### src/next_alarm_delay_assert.svh
// Assertion macros for the next alarm delay block.
// NAD_ASSERT checks a property at each rising clock edge outside reset.
// NAD_ASSERT_ALWAYS checks a property at each rising clock edge, reset included.
`ifndef NEXT_ALARM_DELAY_ASSERT_SVH
`define NEXT_ALARM_DELAY_ASSERT_SVH
`ifndef ASSERT_OFF
`define NAD_ASSERT(label, clock, rst_n, prop) \
	label: assert property (@(posedge clock) disable iff (!rst_n) prop) \
		else $error("next_alarm_delay: assertion failed");
`define NAD_ASSERT_ALWAYS(label, clock, prop) \
	label: assert property (@(posedge clock) prop) \
		else $error("next_alarm_delay: assertion failed");
`else
`define NAD_ASSERT(label, clock, rst_n, prop)
`define NAD_ASSERT_ALWAYS(label, clock, prop)
`endif
`endif

### src/nad_pkg.sv
`default_nettype none

package nad_pkg;

	// Time constants.
	localparam int SEC_PER_HOUR  = 3600;
	localparam int SEC_PER_MIN   = 60;
	localparam int SEC_PER_DAY   = 86400;
	localparam int DAYS_PER_WEEK = 7;
	localparam int SEC_PER_WEEK  = SEC_PER_DAY * DAYS_PER_WEEK;

	// Seconds into a day fit in 17 bits, a weekly delay in 20 bits.
	localparam int TOD_W   = 17;
	localparam int DELAY_W = 20;

	// Saturation limits of the time fields.
	localparam logic [2:0] DAY_MAX  = 3'd6;
	localparam logic [4:0] HOUR_MAX = 5'd23;
	localparam logic [5:0] MIN_MAX  = 6'd59;

	typedef enum logic [1:0] {
		REG_MODE     = 2'd0,
		REG_INTERVAL = 2'd1,
		REG_COUNT    = 2'd2
	} reg_idx_t;

	typedef enum logic [1:0] {
		MODE_ONESHOT  = 2'd0,
		MODE_INTERVAL = 2'd1,
		MODE_DAILY    = 2'd2,
		MODE_WEEKLY   = 2'd3
	} mode_t;

	typedef enum logic {
		OP_WRITE = 1'b0,
		OP_QUERY = 1'b1
	} op_t;

	typedef enum logic [1:0] {
		ST_OK       = 2'd0,
		ST_EMPTY    = 2'd1,
		ST_NO_RECUR = 2'd2
	} status_t;

	// One stored alarm: weekday, hour and minute.
	typedef struct packed {
		logic [2:0] day;
		logic [4:0] hour;
		logic [5:0] minute;
	} entry_t;

	function automatic logic [2:0] sat_day(input logic [2:0] v);
		return (v > DAY_MAX) ? DAY_MAX : v;
	endfunction

	function automatic logic [4:0] sat_hour(input logic [4:0] v);
		return (v > HOUR_MAX) ? HOUR_MAX : v;
	endfunction

	function automatic logic [5:0] sat_min(input logic [5:0] v);
		return (v > MIN_MAX) ? MIN_MAX : v;
	endfunction

	// Seconds since midnight for an hour and minute.
	function automatic logic [TOD_W-1:0] tod(input logic [4:0] h, input logic [5:0] m);
		return TOD_W'(h) * TOD_W'(SEC_PER_HOUR) + TOD_W'(m) * TOD_W'(SEC_PER_MIN);
	endfunction

endpackage

`default_nettype wire

### src/next_alarm_delay.sv
// Next alarm delay: seconds until the nearest stored alarm.
//
// Input stream (s_axis): tuser selects the operation, write or query; tdata carries the
// table slot and alarm time for a write, or the current weekday and time for a query.
// Output stream (m_axis): one beat per input beat, the delay in tdata and the status
// in tuser. The config channel writes the mode, interval and entry count registers;
// it is always ready. The user must write it only while the block has no work in flight;
// the block itself does not enforce this.
// A write, or a query that needs no table scan (one-shot, interval or empty table),
// goes from the sequencer straight to the output register, and the next beat can be
// taken once it has moved there. A daily or weekly query reads the alarm table one
// entry per cycle through a three-stage read, delay and minimum pipeline, over n
// entries with n the entry count clamped to the table depth; the minimum then moves
// to the output register, and the next beat is taken once it has moved there.
// s_axis_tready is low from acceptance until the result moves to the output register,
// so a new beat can be taken while a result waits; a longer receiver stall holds the
// next result in the sequencer until the output register empties.
//
// Reset clears the config registers, the sequencer and the output register. The alarm
// table is not cleared; a slot must be written before a query scans it.
`default_nettype none

module next_alarm_delay #(
	parameter int MAX_ENTRIES = 8
) (
	input  wire logic        clk,
	input  wire logic        arst_n,
	// Configuration write channel.
	input  wire logic        cfg_valid,
	output logic             cfg_ready,
	input  wire logic [1:0]  cfg_index,
	input  wire logic [31:0] cfg_data,
	// Input stream.
	input  wire logic        s_axis_tvalid,
	output logic             s_axis_tready,
	// tdata from bit 0: entry_index[3], entry_day[3], entry_hour[5], entry_minute[6],
	// now_weekday[3], now_hour[5], now_minute[6], now_second[6], zero pad[3]
	input  wire logic [39:0] s_axis_tdata,
	// tuser: operation[1]
	input  wire logic [0:0]  s_axis_tuser,
	// Output stream.
	output logic             m_axis_tvalid,
	input  wire logic        m_axis_tready,
	// tdata: delay_seconds[32]
	output logic [31:0]      m_axis_tdata,
	// tuser: status[2]
	output logic [1:0]       m_axis_tuser
);

	localparam int AW = (MAX_ENTRIES > 1) ? $clog2(MAX_ENTRIES) : 1;
	localparam int CW = $clog2(MAX_ENTRIES + 1);
	localparam int DW = nad_pkg::DELAY_W;
	localparam int TW = nad_pkg::TOD_W;

	typedef enum logic [1:0] {
		S_IDLE,
		S_SCAN,
		S_DONE
	} state_t;

	// Input field unpacking.
	logic [2:0] in_index;
	logic [2:0] in_day;
	logic [4:0] in_hour;
	logic [5:0] in_minute;
	logic [2:0] in_wday;
	logic [4:0] in_now_hour;
	logic [5:0] in_now_minute;
	logic [5:0] in_now_second;
	logic       in_acc;

	assign in_index      = s_axis_tdata[2:0];
	assign in_day        = s_axis_tdata[5:3];
	assign in_hour       = s_axis_tdata[10:6];
	assign in_minute     = s_axis_tdata[16:11];
	assign in_wday       = s_axis_tdata[19:17];
	assign in_now_hour   = s_axis_tdata[24:20];
	assign in_now_minute = s_axis_tdata[30:25];
	assign in_now_second = s_axis_tdata[36:31];

	state_t state_q;
	assign s_axis_tready = (state_q == S_IDLE);
	assign in_acc        = s_axis_tvalid && s_axis_tready;

	// Configuration registers.
	nad_pkg::mode_t mode_q;
	logic [31:0]    interval_q;
	logic [3:0]     count_q;

	assign cfg_ready = 1'b1;

	always_ff @(posedge clk or negedge arst_n) begin
		if (!arst_n) begin
			mode_q     <= nad_pkg::MODE_ONESHOT;
			interval_q <= '0;
			count_q    <= '0;
		end else if (cfg_valid && cfg_ready) begin
			unique case (cfg_index)
				nad_pkg::REG_MODE:     mode_q     <= nad_pkg::mode_t'(cfg_data[1:0]);
				nad_pkg::REG_INTERVAL: interval_q <= cfg_data;
				nad_pkg::REG_COUNT:    count_q    <= cfg_data[3:0];
				default: ;
			endcase
		end
	end

	// Number of entries to scan, clamped to the table depth.
	logic [CW-1:0] n_d;
	assign n_d = (int'(count_q) > MAX_ENTRIES) ? CW'(MAX_ENTRIES) : CW'(count_q);

	// Alarm table, written by write items and read one slot per cycle by the scan.
	nad_pkg::entry_t alarm_mem [MAX_ENTRIES];
	nad_pkg::entry_t wr_entry;
	nad_pkg::entry_t rd_s1;
	logic            wr_en;
	logic [CW-1:0]   addr_q;

	assign wr_entry.day    = nad_pkg::sat_day(in_day);
	assign wr_entry.hour   = nad_pkg::sat_hour(in_hour);
	assign wr_entry.minute = nad_pkg::sat_min(in_minute);
	assign wr_en = in_acc && (s_axis_tuser[0] == nad_pkg::OP_WRITE)
		&& (int'(in_index) < MAX_ENTRIES);

	always_ff @(posedge clk) begin
		if (wr_en) begin
			alarm_mem[AW'(in_index)] <= wr_entry;
		end
		rd_s1 <= alarm_mem[addr_q[AW-1:0]];
	end

	// Query time, captured at acceptance.
	logic [2:0]    wday_q;
	logic [TW-1:0] cur_q;

	// Delay unit: one entry per cycle, shared by the daily and weekly rules.
	logic [TW-1:0] tgt;
	logic          later_today;
	logic [3:0]    day_diff;
	logic [2:0]    day_wrap;
	logic [2:0]    days_ahead;
	logic [DW-1:0] d_calc;

	always_comb begin
		tgt         = nad_pkg::tod(rd_s1.hour, rd_s1.minute);
		later_today = (tgt > cur_q);
		day_diff    = 4'(rd_s1.day) + 4'(nad_pkg::DAYS_PER_WEEK) - 4'(wday_q);
		day_wrap    = (day_diff >= 4'(nad_pkg::DAYS_PER_WEEK))
			? 3'(day_diff - 4'(nad_pkg::DAYS_PER_WEEK)) : 3'(day_diff);
		if (mode_q == nad_pkg::MODE_DAILY) begin
			days_ahead = later_today ? 3'd0 : 3'd1;
		end else begin
			days_ahead = ((day_wrap == 3'd0) && !later_today)
				? 3'(nad_pkg::DAYS_PER_WEEK) : day_wrap;
		end
		d_calc = DW'(days_ahead) * DW'(nad_pkg::SEC_PER_DAY) + DW'(tgt) - DW'(cur_q);
	end

	// Scan pipeline data: delay per entry, then running minimum.
	logic          v_s1;
	logic          v_s2;
	logic [DW-1:0] d_s2;
	logic [DW-1:0] best_q;

	always_ff @(posedge clk) begin
		if (in_acc) begin
			wday_q <= nad_pkg::sat_day(in_wday);
			cur_q  <= nad_pkg::tod(nad_pkg::sat_hour(in_now_hour), nad_pkg::sat_min(in_now_minute))
				+ TW'(nad_pkg::sat_min(in_now_second));
		end
		d_s2 <= d_calc;
		if (in_acc) begin
			best_q <= '1;
		end else if (v_s2 && (d_s2 < best_q)) begin
			best_q <= d_s2;
		end
	end

	// Sequencer and output register.
	logic [CW-1:0]    n_q;
	logic [31:0]      res_delay_q;
	nad_pkg::status_t res_status_q;
	logic             out_valid_q;
	logic [31:0]      out_delay_q;
	nad_pkg::status_t out_status_q;
	logic             out_load;

	assign out_load = (state_q == S_DONE) && (!out_valid_q || m_axis_tready);

	always_ff @(posedge clk or negedge arst_n) begin
		if (!arst_n) begin
			state_q      <= S_IDLE;
			v_s1         <= 1'b0;
			v_s2         <= 1'b0;
			addr_q       <= '0;
			n_q          <= '0;
			res_delay_q  <= '0;
			res_status_q <= nad_pkg::ST_OK;
			out_valid_q  <= 1'b0;
			out_delay_q  <= '0;
			out_status_q <= nad_pkg::ST_OK;
		end else begin
			v_s1 <= (state_q == S_SCAN) && (addr_q != n_q);
			v_s2 <= v_s1;
			if (out_load) begin
				out_valid_q  <= 1'b1;
				out_delay_q  <= res_delay_q;
				out_status_q <= res_status_q;
			end else if (m_axis_tready) begin
				out_valid_q <= 1'b0;
			end
			unique case (state_q)
				S_IDLE: begin
					if (in_acc) begin
						addr_q <= '0;
						n_q    <= n_d;
						if (s_axis_tuser[0] == nad_pkg::OP_WRITE) begin
							res_delay_q  <= '0;
							res_status_q <= nad_pkg::ST_OK;
							state_q      <= S_DONE;
						end else begin
							unique case (mode_q)
								nad_pkg::MODE_ONESHOT: begin
									res_delay_q  <= '0;
									res_status_q <= nad_pkg::ST_NO_RECUR;
									state_q      <= S_DONE;
								end
								nad_pkg::MODE_INTERVAL: begin
									res_delay_q  <= interval_q;
									res_status_q <= nad_pkg::ST_OK;
									state_q      <= S_DONE;
								end
								default: begin
									res_delay_q <= '0;
									if (n_d == '0) begin
										res_status_q <= nad_pkg::ST_EMPTY;
										state_q      <= S_DONE;
									end else begin
										res_status_q <= nad_pkg::ST_OK;
										state_q      <= S_SCAN;
									end
								end
							endcase
						end
					end
				end
				S_SCAN: begin
					if (addr_q != n_q) begin
						addr_q <= CW'(addr_q + 1'b1);
					end else if (!v_s1 && !v_s2) begin
						res_delay_q <= 32'(best_q);
						state_q     <= S_DONE;
					end
				end
				S_DONE: begin
					if (out_load) begin
						state_q <= S_IDLE;
					end
				end
				default: state_q <= S_IDLE;
			endcase
		end
	end

	assign m_axis_tvalid = out_valid_q;
	assign m_axis_tdata  = out_delay_q;
	assign m_axis_tuser  = out_status_q;

	// Checks.
	`include "next_alarm_delay_assert.svh"

	`NAD_ASSERT(a_idle_no_scan, clk, arst_n, s_axis_tready |-> (!v_s1 && !v_s2))
	`NAD_ASSERT(a_addr_bound, clk, arst_n, (state_q == S_SCAN) |-> (addr_q <= n_q))
	`NAD_ASSERT(a_error_zero, clk, arst_n,
		(m_axis_tvalid && (m_axis_tuser != nad_pkg::ST_OK)) |-> (m_axis_tdata == 32'd0))
	`NAD_ASSERT(a_week_bound, clk, arst_n,
		(m_axis_tvalid && ((mode_q == nad_pkg::MODE_DAILY) || (mode_q == nad_pkg::MODE_WEEKLY)))
		|-> (m_axis_tdata <= 32'(nad_pkg::SEC_PER_WEEK)))

endmodule

`default_nettype wire
### config.mk
export PLATFORM = sky130hd
export DESIGN_NAME = next_alarm_delay
export DESIGN_NICKNAME = d
export VERILOG_FILES = /design/src/nad_pkg.sv /design/src/next_alarm_delay.sv
export VERILOG_INCLUDE_DIRS = /design/src /design/src/src
export SDC_FILE = /design/constraint.sdc
export NUM_CORES = 1
export LEC_CHECK = 0
export ABC_CLOCK_PERIOD_IN_PS = 21400
export BUFFER_PORTS_ARGS = -buffer_cell sky130_fd_sc_hd__buf_2
export CORE_UTILIZATION = 30
export DETAILED_ROUTE_END_ITERATION = 10
export PLACE_DENSITY_LB_ADDON = 0.05
export SYNTH_ARGS = -nofsm -noshare
export SYNTH_HDL_FRONTEND = slang
export SYNTH_SLANG_ARGS = --single-unit
export TNS_END_PERCENT = 100
### constraint.sdc
create_clock -name clk -period 21.4 [get_ports clk]
set_input_delay 5.35 -clock clk [delete_from_list [all_inputs] [get_ports clk]]
set_output_delay 5.35 -clock clk [all_outputs]
set_load 0.01 [all_outputs]
==> results.yml <==
clocking:
  cts_resized: 0
  cts_buffers: 37
  postCtsSetupBuffers: 0
  numClockSinks: 305
  ctsRootBufferMaster: "clkbuf_16"
  worstSkewPairLatency_ps: 550
  clkTransAtPathRegs_ps: 60
  clock_path_buffers: 3
  cts_tree: "yes"
  postCtsHoldBufs: 0
  htree_levels: 2
run:
  drv_cap: 0
grt:
  grt_max_degree: 64
  overflow: 0
  first_global_vias: 10500
  antenna_found_initial: 2
  grt_pass1_wl_um: 58700
  grt_usage: 0.135
logic_synthesis:
  synth_area_leaders: "edfxtp_1, dfrtp_1, ha_1"
  syn-cell-area_mm2: 0.0163
  ys_types: 64
  yosysTopAreaCell: "edfxtp_1"
  yosys_warnings: 0
  async_flop_share: 0.390
  ys_ff_latch: 305
  synth_ff_type: "edfxtp_1"
  yosysSeqAreaShare: 0.492
  synth_edf_count: 132
  syn_inst: 1329
  synth_area_per_cell_um2: 12.3
  yosys.area.top_type_share: 0.243
  synthesis.nets: 1601
cells_and_area:
  drive_above_1_share: 0.214
  syn2layout_area_growth_pct: 16.0
  mostFrequentLayoutCells: "ha_1, inv_1, edfxtp_1"
  nNetsFinal: 1717
  n_antenna_cell: 0
  layout_commonest_cell: "ha_1"
route:
  via_count: 9872
  avgViaCountPerCell: 4.55
  drt_pass1_iterations: 4
  ant_nets: 0
  post_drt_wl_per_cell_um: 16.7
  drt_iter0_drc: 384
  route.detailed.drc: 0
  wl_um: 36300
sta:
  fmax_ghz: 0.105
  rsz0062_at_grt: "false"
  hold_viol_final: 0
  finalCriticalPeriod_ps: 9490
  fin_crit_sh: 0.444
  setup_violations: 0
  finalClockSkew_ps: 9.11
  drv_slew: 0
  max_slew_margin: 0.261
  fin_tns_setup_ps: 0
  worst_pin_slew_ps: 1110
run_status:
  status: "finished clean"
worst_setup_path:
  critPathArrivalTime_ps: 9790
  critPathMaxFanout: 4
  end_kind: "flip-flop"
  critPathLaunchType: "input port"
  required_ps: 21700
  critPathKind: "in2reg"
floorplanning:
  die_w_um: 235
  dieArea_mm2: 0.0553
  start_util: 0.304
  io_pins: 117
  rows: 85
  core_area_mm2: 0.0537
  die_height_um: 235
place:
  gp_congestion: 0.733
  hpwl_um: 26000
  port-buffer-count: 112
min_path:
  hold_path.class: "reg2reg"
final cells by class:
class | count | area [um^2]
multi-input cells | 834 | 7630
clock inverters | 13 | 165
well taps | 696 | 871
inverters | 140 | 526
repair buffers | 127 | 676
fillers | 5307 | 34800
flip-flops and latches | 305 | 8030
clock buffers | 55 | 1020
path summary, 6_finish.rpt:
kind / startpoint / end / slack, ps / depth (start not counted)
max: s_axis_tdata[29] / cur_q[15] / 11910 / 22
min: v_s1 / v_s2 / 370 / 0
max reg2reg: rd_s1[3] / d_s2[18] / 12660 / 34
min reg2reg: v_s1 / v_s2 / 370 / 0
max in group asynchronous: arst_n / addr_q[1] / 15150 / 2
min in group asynchronous: arst_n / m_axis_tdata[13] / 4900 / 1
sequential cells by signal (all words and copies together), names as in the netlist:
signal,count
wday_q,3
interval_q,32
m_axis_tvalid,1
res_delay_q,32
d_s2,20
cur_q,17
res_status_q,2
count_q,4
best_q,20
mode_q,2
alarm_mem,112
m_axis_tuser,2
v_s2,1
rd_s1,14
addr_q,4
state_q,2
n_q,4
v_s1,1
m_axis_tdata,32
cells by family after synthesis:
kind of cell    Yosys count  share of synthesized area
simple gates            259                     0.0744
flops                   305                      0.492
other cells               1                   0.000230
compound gates          190                     0.0816
mux                     119                      0.101
buf+inv                 190                     0.0450
xor+xnor                 73                     0.0397
fa+ha+maj               192                      0.166
per-stage QoR:
step / hold slack, ps / cell area (um^2) / util / instances / worst slack (ps)
after floorplan: 348 / 16300 / - / 1329 / 11810
after global placement: 360 / 17700 / 0.330 / 2102 / 11330
after detailed placement: 369 / 17700 / 0.330 / 2102 / 11280
after CTS: 375 / 18900 / 0.352 / 2170 / 11870
after global routing: 383 / 18900 / 0.352 / 2170 / 11520
final: 374 / 18900 / 0.352 / 2170 / 11910
synth_stat cells (6+ instances only):
library cell  instances
buf_2                 8
o211ai_1             20
clkbuf_1             37
o21a_1                6
o21bai_1              9
dfrtp_1             119
xor2_1               23
nand2_1              79
o21ai_0              23
ha_1                152
dfxtp_1              54
mux2_2               87
nor2b_1              13
a221oi_1             20
nand3_1              23
nor3_1               10
nand4_1              11
a21o_1               22
a21oi_1              50
mux4_2               28
nand2b_1             22
inv_1               139
nor2_1               77
fa_1                 40
nand3b_1              6
edfxtp_1            132
xnor2_1              49
metal layers:
layer  part of all wire  track usage
met1               0.48        0.183
met4              0.020       0.0383
met3              0.034       0.0256
met2               0.47        0.220
met5            0.00050            0
critical path, stage by stage:
cell and delay (ps):
buf_2 110, ha_1 240, nand3_1 170, nand2b_1 170, fa_1 560, inv_1 60
fa_1 540, inv_1 40, ha_1 320, a21oi_1 160, o21bai_1 110, a21o_1 190
a21oi_1 160, xnor2_1 140, ha_1 260, ha_1 330, o21a_1 130, o21ai_0 210
a21oi_1 120, o21ai_0 150, nor2_1 90, xor2_1 140
Power is left out: the tool's default activity adds up to more than one toggle a clock period on the data nets, which glitch-free logic cannot reach.
